$ cat config.mk
export PLATFORM = sky130hd
export DESIGN_NAME = pfb_ctrl
export DESIGN_NICKNAME = d
export VERILOG_FILES = /design/src/sv/pfb_pkg.sv /design/src/sv/pfb_ctrl.sv
export SDC_FILE = /design/constraint.sdc
export NUM_CORES = 1
export LEC_CHECK = 0
export ABC_AREA = 1
export BUFFER_PORTS_ARGS = -buffer_cell sky130_fd_sc_hd__buf_2
export CAP_MARGIN = 10
export CELL_PAD_IN_SITES_DETAIL_PLACEMENT = 0
export CELL_PAD_IN_SITES_GLOBAL_PLACEMENT = 1
export CORE_AREA = 2 2 39 41
export CTS_BUF_LIST = sky130_fd_sc_hd__clkbuf_4
export CTS_CLUSTER_SIZE = 14
export DETAILED_ROUTE_END_ITERATION = 16
export DIE_AREA = 0 0 41 43
export PLACE_DENSITY = 0.72
export REMOVE_ABC_BUFFERS = 1
export SLEW_MARGIN = 25
export SYNTH_ARGS = -nofsm -noshare
export SYNTH_HDL_FRONTEND = slang
export SYNTH_SLANG_ARGS = --single-unit
$ cat constraint.sdc
create_clock -name clk_i -period 1.6 [get_ports clk_i]
set_clock_uncertainty 0.15 [all_clocks]
set_input_delay 0.16 -clock clk_i [delete_from_list [all_inputs] [get_ports clk_i]]
set_output_delay 0.16 -clock clk_i [all_outputs]
set_load 0.01 [all_outputs]
$ cat src/sv/pfb_pkg.sv
// Shared types and constants for the page frame buffer draw engine.
// Holds command modes, the controller states and the control/status structs.
// No dependencies.
package pfb_pkg;

  localparam int unsigned ROWS_PER_PAGE = 8;

  typedef enum logic [2:0] {
    MODE_PIXEL       = 3'd0,
    MODE_RECT_CLEAR  = 3'd1,
    MODE_RECT_INVERT = 3'd2,
    MODE_BLIT        = 3'd3,
    MODE_READ        = 3'd4,
    MODE_CLEAR_ALL   = 3'd5
  } mode_e;

  typedef enum logic [1:0] {
    KIND_NONE,
    KIND_RMW,
    KIND_READ,
    KIND_CLEAR
  } kind_e;

  typedef enum logic [2:0] {
    S_WIPE,
    S_IDLE,
    S_CLEAR,
    S_READ,
    S_WRITE,
    S_FIN
  } state_e;

  typedef struct packed {
    logic [2:0]        mode;
    logic signed [8:0] x_pos;
    logic signed [8:0] y_pos;
    logic [7:0]        rect_width;
    logic [7:0]        rect_height;
    logic              pixel_value;
    logic [7:0]        pattern_byte;
  } cmd_t;

  typedef struct packed {
    logic ram_en;
    logic ram_we;
    logic sel_clear;
    logic clr_step;
    logic load_cmd;
    logic advance;
    logic load_res;
  } ctrl_t;

  typedef struct packed {
    kind_e kind;
    logic  is_read;
    logic  last;
    logic  clr_last;
    logic  out_free;
  } stat_t;

endpackage

$ cat src/sv/pfb_ctrl.sv
// Controller state machine: reset wipe, command sequencing, result hand-off.
// Depends on pfb_pkg.
module pfb_ctrl (
  input  logic          clk_i,
  input  logic          rst_ni,
  input  logic          cmd_valid_i,
  output logic          cmd_ready_o,
  input  pfb_pkg::stat_t stat_i,
  output pfb_pkg::ctrl_t ctrl_o
);

  pfb_pkg::state_e state_q, state_d;

  always_ff @(posedge clk_i or negedge rst_ni) begin
    if (!rst_ni) begin
      state_q <= pfb_pkg::S_WIPE;
    end else begin
      state_q <= state_d;
    end
  end

  always_comb begin
    state_d     = state_q;
    ctrl_o      = '0;
    cmd_ready_o = 1'b0;
    unique case (state_q)
      pfb_pkg::S_WIPE, pfb_pkg::S_CLEAR: begin
        ctrl_o.ram_en    = 1'b1;
        ctrl_o.ram_we    = 1'b1;
        ctrl_o.sel_clear = 1'b1;
        ctrl_o.clr_step  = 1'b1;
        if (stat_i.clr_last) begin
          state_d = (state_q == pfb_pkg::S_WIPE) ? pfb_pkg::S_IDLE : pfb_pkg::S_FIN;
        end
      end
      pfb_pkg::S_IDLE: begin
        cmd_ready_o = 1'b1;
        if (cmd_valid_i) begin
          ctrl_o.load_cmd = 1'b1;
          unique case (stat_i.kind)
            pfb_pkg::KIND_NONE:  state_d = pfb_pkg::S_FIN;
            pfb_pkg::KIND_CLEAR: state_d = pfb_pkg::S_CLEAR;
            pfb_pkg::KIND_RMW,
            pfb_pkg::KIND_READ:  state_d = pfb_pkg::S_READ;
            default:             state_d = pfb_pkg::S_FIN;
          endcase
        end
      end
      pfb_pkg::S_READ: begin
        ctrl_o.ram_en = 1'b1;
        state_d = stat_i.is_read ? pfb_pkg::S_FIN : pfb_pkg::S_WRITE;
      end
      pfb_pkg::S_WRITE: begin
        ctrl_o.ram_en  = 1'b1;
        ctrl_o.ram_we  = 1'b1;
        ctrl_o.advance = 1'b1;
        if (!stat_i.last) begin
          state_d = pfb_pkg::S_READ;
        end else if (stat_i.out_free) begin
          ctrl_o.load_res = 1'b1;
          state_d = pfb_pkg::S_IDLE;
        end else begin
          state_d = pfb_pkg::S_FIN;
        end
      end
      pfb_pkg::S_FIN: begin
        if (stat_i.out_free) begin
          ctrl_o.load_res = 1'b1;
          state_d = pfb_pkg::S_IDLE;
        end
      end
      default: state_d = pfb_pkg::S_WIPE;
    endcase
  end

endmodule

# Word level (Yosys, flattened, before mapping)
# Index checks and enable logic that the tools add are counted.
# totals
reg_bits	3
out_inout_bits	8
word_cells	38
# classes
n_eq_ne	11
n_mux	19
reduce_logical	7
# ops
operator	count
two-way mux 3 bit	6
case mux 3 bit (5 select lines)	1
two-way mux 1 bit	9
case mux 3 bit (3 select lines)	1
equality test 3 x 2 -> 1 bit, second input constant	2
equality test 3 bit, second input constant	2
inequality test 2 bit, second input constant	3
equality test 2 bit, second input constant	2
OR reduction 2 bit	2
OR reduction 4 bit	1
equality test 3 x 1 -> 1 bit, second input constant	1
zero test 3 bit	1
AND reduction 3 bit	1
OR reduction 3 bit	1
equality test 2 x 1 -> 1 bit, second input constant	1
zero test 2 bit	1
two-way mux 2 bit	1
case mux 1 bit (2 select lines)	1

# Longest topological paths before layout
# Gate-level depths: netlist (run 1).
# depth
depth_word	5
depth_mapped	7

# Worst setup path after synthesis (run 1)
# OpenSTA, ideal clock, no wires.
# synth_timing
path_type	flip-flop to flip-flop
start	register state_q[2]
end	register state_q[1]
setup_ns	0.121
arrival_ns	1.015
required_ns	1.329
slack_ns	0.314
stages_incl_launch_ff	7
n_path_buf	0
cell_sequence	dfrtp_1 nor2_1 nand2_1 nand2_2 nor2_4 nand2_1 o21ai_1
# synth_between
elab_chain_cells	4
elab_cells_between_ends	12
cone_classes	8 x eq/ne; 1 x mux; 3 x reduce/logical
# synth_rtl
item	line	rtl
start: declaration	pfb_ctrl.sv:12	pfb_pkg::state_e state_q, state_d;
start signal: assignment	pfb_ctrl.sv:16	state_q <= pfb_pkg::S_WIPE;
start signal: assignment	pfb_ctrl.sv:18	state_q <= state_d;
equality test 3 x 2 -> 1 bit / zero test 3 bit (equally long branches)	pfb_ctrl.sv:26	unique case (state_q)
OR reduction 2 bit	n/a	
inequality test 2 bit (no line)	n/a	
AND reduction 3 bit (no line)	n/a	
# Several ways; a longest one is shown, not always the timed one.
# A chain may end at the register's enable or synchronous reset.

==> results.py, run 1 <==
metrics = {
    "power": {
        "switchingPower_mw": 0.379,
        "total_power_mw": 0.790,
        "leakage_nw": 0.243,
        "pwr-share-comb_pct": 58.2,
        "netSwitchingFraction_pct": 48.0,
        "power_frac_seq_pct": 22.9,
        "clkPwrFrac_pct": 18.9,
        "power_density_mw_per_mm2": 1870,
        "internal-power_mw": 0.410,
        "ir_drop_mv": 0.789,
    },
    "layout": {
        "diodes": 0,
        "top_register": "state_q",
        "drive_above_1_share_pct": 44.1,
        "nets": 78,
        "reg_top3": "state_q (3)",
        "fill_cells": 158,
        "largest_reg_flops": 3,
        "areaGrowthSynthToFinish_pct": 46.5,
    },
    "worst_hold_path": {
        "min_path_type": "in2async",
    },
    "global_routing": {
        "grt_pass1_wl_um": 1060,
        "grt_pass1_vias": 280,
        "antenna_found_initial": 0,
        "grt_overflow": 0,
        "grt_start_max_net_pins": 8,
        "track_usage_pct": 9.26,
    },
    "clocking": {
        "clockRootBuffer": "clkbuf_4",
        "tritoncts": "built",
        "clkSinkCount": 3,
        "numCtsBuffers": 3,
        "insertion_delay_ns": 0.23,
        "clk_pin_slew_ns": 0.04,
        "cts_htree_levels": 1,
        "clockBufferDepth": 2,
    },
    "sta": {
        "finalCritPeriodShare_pct": 92.0,
        "drv_slew": 0,
        "finalSetupTns_ns": 0,
        "rsz0062_at_grt": "false",
        "max_freq_mhz": 679,
        "worst_slew_pin_slew_ns": 0.240,
        "relSlewSlack_pct": 84.0,
        "hold_viol": 0,
        "fin_crit_ns": 1.47,
        "setup_violations": 0,
    },
    "worst_setup_path": {
        "crit_family": "flip-flops",
        "crit_path_start_kind": "flip-flop",
        "worstPathRequired_ns": 1.29,
        "crit_type": "reg2out",
        "worstPathMaxFanout": 7,
        "cp.buffers_inverters": 1,
        "cp-end-kind": "primary output",
        "slowest_stage": "dfrtp_1",
        "slowest_delay_ns": 0.45,
        "crit_arrival_ns": 1.16,
        "crit_chain": "nor2_2, nand2_1, a21oi_1, buf_2",
    },
    "floorplanning": {
        "fp.dieH_um": 43,
        "start_util_pct": 20.8,
        "row_count": 14,
        "die_area_mm2": 0.00176,
        "die_width_um": 41,
        "ios": 17,
        "core_mm2": 0.00138,
    },
    "drt": {
        "vias": 343,
        "antenna_left": 0,
        "drt_iter0_drc": 5,
        "viasPerCell": 4.08,
        "firstDrtPassIters": 4,
        "totalWireLength_um": 683,
        "post_drt_wl_per_cell_um": 8.13,
        "route.detailed.drc": 0,
    },
    "placement": {
        "port_buffers": 16,
        "gp_congestion": 0.768,
        "hpwl_um": 572,
    },
    "synth": {
        "syn_inst": 48,
        "ys_seq_area_share_pct": 26.1,
        "ys_types": 15,
        "yosys_warnings": 0,
        "syn_area_um2": 288,
        "avgSynthCellArea_um2": 6.00,
        "yosys_register_bits": 3,
    },
    "run": {
        "maxCapViolations": 0,
    },
    "status": {
        "outcome": "complete, no violations",
    },
}
-- area by class of cell --
cell class                 instances  area [um2]  area share, %
tap                               16        20.0           4.75
clock buffer                       4        30.0           7.12
sequential                         3        76.3           18.1
timing repair buffer              17        90.1           21.4
multi-input combinational         37         179           42.4
inverter                           7        26.3           6.23
-- per-stage QoR --
step           setup WS, ns  hold WS [ns]  cells  instance area, um2  util, %
6_report              0.128         0.102     84                 422     30.5
5_1_grt              0.0177        0.0878     84                 422     30.5
4_1_cts              0.0811        0.0908     84                 420     30.4
3_5_place_dp          0.259        -0.193     79                 380     27.5
3_3_place_gp          0.244        -0.192     79                 380     27.5
2_1_floorplan         0.205        -0.286     47                 280        -
-- synthesized netlist by cell type, drive strengths merged --
cell type / n / area, um2
inv: 7 / 26.3
nor2: 11 / 56.3
o21a: 1 / 7.51
nand3: 6 / 35.0
dfrtp: 3 / 75.1
nand2: 14 / 55.1
a21oi: 3 / 15.0
o21ai: 2 / 10.0
buf: 1 / 7.51
-- repair_timing --
item	in CTS	in global routing
gates resized for setup	0	1
hold buffers	1	0
hold endpoints to repair	3	0
setup endpoints to repair	0	1
setup buffers	0	0
-- final timing paths --
kind,start,end,slack (ns),depth (start not counted)
max in group asynchronous,rst_ni,state_q[2]$_DFFE_PN0P_,1.08,2
setup reg to reg,state_q[1]$_DFFE_PN0P_,state_q[1]$_DFFE_PN0P_,0.26,6
min in group clk_i,stat_i[0],state_q[2]$_DFFE_PN0P_,0.12,4
hold / removal,rst_ni,state_q[1]$_DFFE_PN0P_,0.10,2
hold reg to reg,state_q[2]$_DFFE_PN0P_,state_q[0]$_DFFE_PN0P_,0.55,3
setup / recovery,state_q[1]$_DFFE_PN0P_,ctrl_o[0],0.13,4
-- cell usage in the layout (no fill, tap or decap), drive strengths merged --
master       count
clkbuf           4
o21a             1
nand2           14
inv              7
buf             16
dlygate4sd3      1
nand3            6
a21oi            3
dfrtp            3
o21ai            2
nor2            11
-- logic make-up (layout without fill, tap and decap cells) --
group / after synthesis / count (layout) / synth area share [%]
simple gates: 31 / 31 / 50.9
buf+inv: 8 / 28 / 11.7
flops: 3 / 3 / 26.1
compound gates: 6 / 6 / 11.3
-- metal layers --
layer / share of wire, % / GRT usage [%]
met1: 49 / 11.7
met2: 42 / 11.9
met3: 6.3 / 3.14
met4: 2.3 / 8.00
met5: 0 / 0
-- power groups by stage --
stage	clock network, mW	logic (mW)	registers, mW
6_report	0.149	0.460	0.181
5_1_grt	0.168	0.520	0.187
4_1_cts	0.157	0.470	0.177
3_5_place_dp	0	0.466	0.178
3_3_place_gp	0	0.465	0.183
2_1_floorplan	0	0.326	0.163
(Power assumes the default switching activity.)
==> run 2, diff against run 1 <==
--- a/config.mk
+++ b/config.mk
@@ -15,7 +15,7 @@
 export CTS_CLUSTER_SIZE = 14
 export DETAILED_ROUTE_END_ITERATION = 16
 export DIE_AREA = 0 0 41 43
-export PLACE_DENSITY = 0.72
+export PLACE_DENSITY = 0.74
 export REMOVE_ABC_BUFFERS = 1
 export SLEW_MARGIN = 25
 export SYNTH_ARGS = -nofsm -noshare
==> constraint.sdc (replaced) <==
create_clock -name clk_i -period 1.2 [get_ports clk_i]
set_clock_uncertainty 0.15 [all_clocks]
set_input_delay 0.12 -clock clk_i [delete_from_list [all_inputs] [get_ports clk_i]]
set_output_delay 0.12 -clock clk_i [all_outputs]
set_load 0.01 [all_outputs]
==> run 2 against run 1 <==
Net effect: the flow now finishes with violations (setup timing); final area increased by 36%; clock power grew 31%; worst setup slack got worse by 0.30 ns; register-to-register slack lost 0.40 ns.
==> results.py, run 2 (synthesis gave the netlist of run 1 again) <==
metrics = {
    "layout": {
        "drive_above_1_share_pct": 65.8,
        "largest_reg_flops": 3,
        "layout_common_cells": "buf_2, nand2_1, buf_4",
        "layout.cells.non_filler": 95,
        "multi_input_area_um2": 229,
        "areaGrowthSynthToFinish_pct": 99.1,
        "top_register": "state_q",
        "layout_commonest_cell": "buf_2",
        "diodes": 0,
        "regArea_um2": 78.8,
        "postLayoutCellArea_um2": 573,
        "fill_cells": 145,
        "reg_top3": "state_q (3)",
        "nets": 89,
    },
    "placement": {
        "hpwl_um": 617,
        "gp_congestion": 0.760,
        "place_ws_ns": -0.0912,
        "post-place-cells": 87,
        "postPlaceCellArea_um2": 440,
        "port_buffers": 16,
    },
    "floorplanning": {
        "row_count": 14,
        "start_util_pct": 20.8,
        "die_area_mm2": 0.00176,
        "fp.dieH_um": 43,
        "die_width_um": 41,
        "core_mm2": 0.00138,
        "ios": 17,
    },
    "worst_setup_path": {
        "crit_type": "reg2out",
        "rr_worst_depth": 8,
        "crit_chain": "buf_4, nand2_2, o21a_1, buf_2",
        "slowest_delay_ns": 0.44,
        "crit_path_start_kind": "flip-flop",
        "crit_arrival_ns": 1.11,
        "cp-end-kind": "primary output",
        "worstPathMaxFanout": 5,
        "slowest_stage": "dfrtp_2",
        "worstPathRequired_ns": 0.93,
    },
    "global_routing": {
        "grt_pass1_vias": 310,
        "track_usage_pct": 9.54,
        "antenna_found_initial": 0,
        "grt_pass1_wl_um": 1170,
        "grt_start_max_net_pins": 6,
        "grt_overflow": 0,
    },
    "sta": {
        "fin_crit_ns": 1.38,
        "setup_violations": 11,
        "rsz0062_at_grt": "true",
        "hold_viol": 0,
        "drv_slew": 0,
        "setup_slack_ns": -0.175,
        "finalSetupTns_ns": -1.45,
        "relSlewSlack_pct": 88.9,
        "max_freq_mhz": 727,
        "finalCritPeriodShare_pct": 115,
        "worst_slew_pin_slew_ns": 0.166,
    },
    "power": {
        "leakage_nw": 0.316,
        "total_power_mw": 1.46,
        "power_density_mw_per_mm2": 2540,
        "ir_drop_mv": 1.16,
    },
    "clocking": {
        "clkSinkCount": 3,
        "cts_htree_levels": 1,
        "clk_pin_slew_ns": 0.04,
        "numCtsBuffers": 3,
        "insertion_delay_ns": 0.23,
        "tritoncts": "built",
        "clockBufferDepth": 2,
        "clockRootBuffer": "clkbuf_4",
    },
    "drt": {
        "antenna_left": 0,
        "drt_iter0_drc": 8,
        "totalWireLength_um": 799,
        "vias": 387,
        "post_drt_wl_per_cell_um": 8.41,
        "route.detailed.drc": 0,
        "viasPerCell": 4.07,
        "firstDrtPassIters": 5,
    },
    "run": {
        "maxCapViolations": 0,
    },
    "status": {
        "violations": "setup timing",
        "outcome": "finished, violations left",
    },
    "worst_hold_path": {
        "min_path_type": "in2async",
    },
}
## run 2: metrics by stage
stage / util [%] / hold slack, ns
2_1_floorplan: - / -0.326
3_3_place_gp: 31.8 / -0.235
3_5_place_dp: 31.8 / -0.233
4_1_cts: 39.8 / 0.0536
5_1_grt: 41.4 / 0.0629
6_report: 41.4 / 0.0600
## run 2: cell type report
type                    instances  share of cell area (%)
inverters                       7                    5.02
multi-input cells              37                    40.0
well taps                      16                    3.49
repair buffers                 28                    32.5
flip-flops and latches          3                    13.8
clock buffers                   4                    5.24
## run 2: routing by layer
layer | wire length, um | part of all wire [%] | up-vias | GRT usage (%)
met3 | 35 | 4.4 | 0 | 1.57
met5 | 0 | 0 | - | 0
li1 | - | - | 211 | -
met1 | 349 | 44 | 164 | 13.2
met4 | 0 | 0 | 0 | 4.00
met2 | 413 | 52 | 12 | 14.1
## run 2: critical path, delay by kind of cell, from the launching register on
family | cells | cell delay, ns
buffers and inverters | 2 | 0.28
AND/OR/NAND/NOR | 1 | 0.05
AO/OA/AOI/OAI | 1 | 0.11
flip-flops | 1 | 0.44
## run 2: path summary, 6_finish.rpt
path / startpoint / end / slack, ns
max: state_q[2]$_DFFE_PN0P_ / ctrl_o[6] / -0.18
min: rst_ni / state_q[2]$_DFFE_PN0P_ / 0.06
max reg2reg: state_q[2]$_DFFE_PN0P_ / state_q[1]$_DFFE_PN0P_ / -0.14
min reg2reg: state_q[1]$_DFFE_PN0P_ / state_q[1]$_DFFE_PN0P_ / 0.61
max in group asynchronous: rst_ni / state_q[1]$_DFFE_PN0P_ / 0.72
min in group clk_i: stat_i[3] / state_q[0]$_DFFE_PN0P_ / 0.11
## run 2: report_power, final
group | internal (mW) | switching [mW]
Clock | 0.147 | 0.0480
Combinational | 0.503 | 0.510
Sequential | 0.158 | 0.0916
Total | 0.808 | 0.650
## run 2: repair_timing
item,in CTS,in global routing
pin swaps,5,5
endpoints found under the hold margin,3,0
hold buffers,1,0
resized for setup,14,6
buffers inserted,3,0
endpoints found under the setup margin,11,11
==> run 3, diff against run 2 <==
--- a/config.mk
+++ b/config.mk
@@ -5,7 +5,6 @@
 export SDC_FILE = /design/constraint.sdc
 export NUM_CORES = 1
 export LEC_CHECK = 0
-export ABC_AREA = 1
 export BUFFER_PORTS_ARGS = -buffer_cell sky130_fd_sc_hd__buf_2
 export CAP_MARGIN = 10
 export CELL_PAD_IN_SITES_DETAIL_PLACEMENT = 0
@@ -15,7 +14,7 @@
 export CTS_CLUSTER_SIZE = 14
 export DETAILED_ROUTE_END_ITERATION = 16
 export DIE_AREA = 0 0 41 43
-export PLACE_DENSITY = 0.74
+export PLACE_DENSITY = 0.68
 export REMOVE_ABC_BUFFERS = 1
 export SLEW_MARGIN = 25
 export SYNTH_ARGS = -nofsm -noshare
==> run 3 against run 2 <==
Net effect: the flow still finishes with violations (setup timing); register-to-register slack is essentially flat; synthesized cell count decreased by 35%; first-iteration DRC count is 63% lower; clock power grew 5%; global-route usage is 1.3 points higher; sequential power is 3% higher; worst setup slack worse by 0.050 ns; highest routed layer unchanged.
==> results.py, run 3 <==
metrics = {
    "global_routing": {
        "grt_pass1_vias": 332,
        "grt_overflow": 0,
        "grt_pass1_wl_um": 1220,
        "antenna_found_initial": 0,
        "track_usage_pct": 10.9,
        "grt_start_max_net_pins": 9,
    },
    "synth": {
        "yosys_register_bits": 3,
        "ys.flop_type": "dfrtp_1",
        "yosys-top-cells-count": "a21oi_1, buf_4, dfrtp_1, inv_1, nor2_1",
        "synth_top_area_share_pct": 26.9,
        "ys_seq_area_share_pct": 26.9,
        "syn_inst": 31,
        "ys_types": 20,
        "avgSynthCellArea_um2": 9.00,
        "synth-edff-count": 0,
        "yosys_warnings": 0,
        "netlist.top_cell.by_area": "dfrtp_1",
        "synthArstFlopShare_pct": 100,
        "syn_area_um2": 279,
        "synth.most_common_cell": "a21oi_1",
        "yosys-top-cells-area": "dfrtp_1, buf_4, a21oi_1",
    },
    "floorplanning": {
        "die_area_mm2": 0.00176,
        "die_width_um": 41,
        "fp.dieH_um": 43,
        "row_count": 14,
        "core_mm2": 0.00138,
        "start_util_pct": 20.2,
        "ios": 17,
    },
    "clocking": {
        "tritoncts": "built",
        "clk_pin_slew_ns": 0.04,
        "clockRootBuffer": "clkbuf_4",
        "clkSinkCount": 3,
        "clockBufferDepth": 2,
        "numCtsBuffers": 3,
        "insertion_delay_ns": 0.23,
        "cts_htree_levels": 1,
    },
    "sta": {
        "worst_slew_pin_slew_ns": 0.214,
        "setup_violations": 11,
        "finalCritPeriodShare_pct": 119,
        "rsz0062_at_grt": "true",
        "setup_slack_ns": -0.226,
        "fin_crit_ns": 1.43,
        "relSlewSlack_pct": 85.7,
        "drv_slew": 0,
        "max_freq_mhz": 701,
        "hold_viol": 0,
    },
    "worst_hold_path": {
        "min_path_type": "in2reg",
        "whs_path_depth": 3,
    },
    "worst_setup_path": {
        "cp.buffers_inverters": 1,
        "crit_chain": "nor2b_4, o21ai_2, nor2_1, buf_2",
        "worst-path-stages": 4,
        "slowest_delay_ns": 0.46,
        "crit_arrival_ns": 1.16,
        "crit_family": "flip-flops",
        "crit_type": "reg2out",
        "worstPathMaxFanout": 6,
        "crit_path_start_kind": "flip-flop",
        "slowest_stage": "dfrtp_2",
        "rr_worst_depth": 5,
        "worstPathRequired_ns": 0.93,
        "cp-end-kind": "primary output",
    },
    "placement": {
        "port_buffers": 16,
        "place_ws_ns": -0.0588,
        "post-place-cells": 66,
        "hpwl_um": 535,
        "gp_congestion": 0.773,
    },
    "layout": {
        "layout_common_cells": "buf_2, buf_4, buf_6",
        "layout.cells.non_filler": 78,
        "layout_commonest_cell": "buf_2",
        "largest_reg_flops": 3,
        "nets": 72,
        "areaGrowthSynthToFinish_pct": 93.3,
        "drive_above_1_share_pct": 71.0,
        "diodes": 0,
        "top_register": "state_q",
        "reg_top3": "state_q (3)",
    },
    "drt": {
        "totalWireLength_um": 766,
        "viasPerCell": 4.14,
        "firstDrtPassIters": 2,
        "drt_iter0_drc": 3,
        "vias": 323,
        "route.detailed.drc": 0,
        "antenna_left": 0,
        "post_drt_wl_per_cell_um": 9.82,
    },
    "power": {
        "ir_drop_mv": 0.728,
        "power_density_mw_per_mm2": 2610,
        "leakage_nw": 0.273,
    },
    "status": {
        "violations": "setup timing",
        "outcome": "finished, violations left",
    },
    "run": {
        "maxCapViolations": 0,
    },
}
run 3: kinds of logic after synthesis:
logic type / count (synthesis) / synth area share, %
compound gates: 10 / 24.2
simple gates: 10 / 29.1
mux: 1 / 3.59
flops: 3 / 26.9
buf+inv: 7 / 16.1
run 3: area by class of cell:
class	instances	area, um2
fillers	143	845
repair buffers	31	229
multi-input cells	21	170
flip-flops and latches	3	78.8
clock buffers	4	30.0
well taps	16	20.0
inverters	3	11.3
run 3: stage by stage:
step	power (mW)	TNS [ns]	utilization, %	area (um2)	hold slack (ns)
after floorplan	0.588	-0.0295	-	245	-0.326
after global routing	1.52	-2.38	39.0	539	0.0559
after global placement	0.922	-0.0843	28.8	398	-0.232
final	1.41	-1.61	39.0	539	0.0341
after detailed placement	0.923	-0.164	28.8	398	-0.230
after CTS	1.25	-1.52	35.5	492	0.0356
run 3: final timing paths:
check                                         end                    from  slack, ns
max reg2reg                state_q[1]$_DFFE_PN0P_  state_q[1]$_DFFE_PN0P_      -0.15
min in group asynchronous  state_q[1]$_DFFE_PN0P_                  rst_ni       0.06
min                        state_q[0]$_DFFE_PN0P_               stat_i[3]       0.03
min reg2reg                state_q[2]$_DFFE_PN0P_  state_q[0]$_DFFE_PN0P_       0.53
max                                     ctrl_o[0]  state_q[1]$_DFFE_PN0P_      -0.23
max in group asynchronous  state_q[2]$_DFFE_PN0P_                  rst_ni       0.72
run 3: power breakdown:
part / switching [mW] / internal, mW / leakage, nW
logic: 0.367 / 0.580 / 0.221
registers: 0.101 / 0.157 / 0.0337
clock network: 0.0565 / 0.147 / 0.0184
run 3: worst reg2reg max path: stages, from the launching register on:
cell     delay, ns
dfrtp_2       0.46
buf_4         0.16
buf_6         0.11
nor3b_2       0.15
a21oi_2       0.13
o22ai_2       0.09
run 3: routing by layer:
metal	GRT usage [%]	up-vias	share of wire (%)
li1	-	168	-
met1	11.3	146	43
met2	16.3	9	51
met3	4.71	0	5.9
met4	8.00	0	0
met5	0	-	0
run 3: what timing repair did:
action,in CTS,in global routing
pin swaps,1,3
endpoints found under the setup margin,10,11
setup buffers,4,2
hold buffers,2,0
hold endpoints to repair,4,0
gates resized for setup,6,7
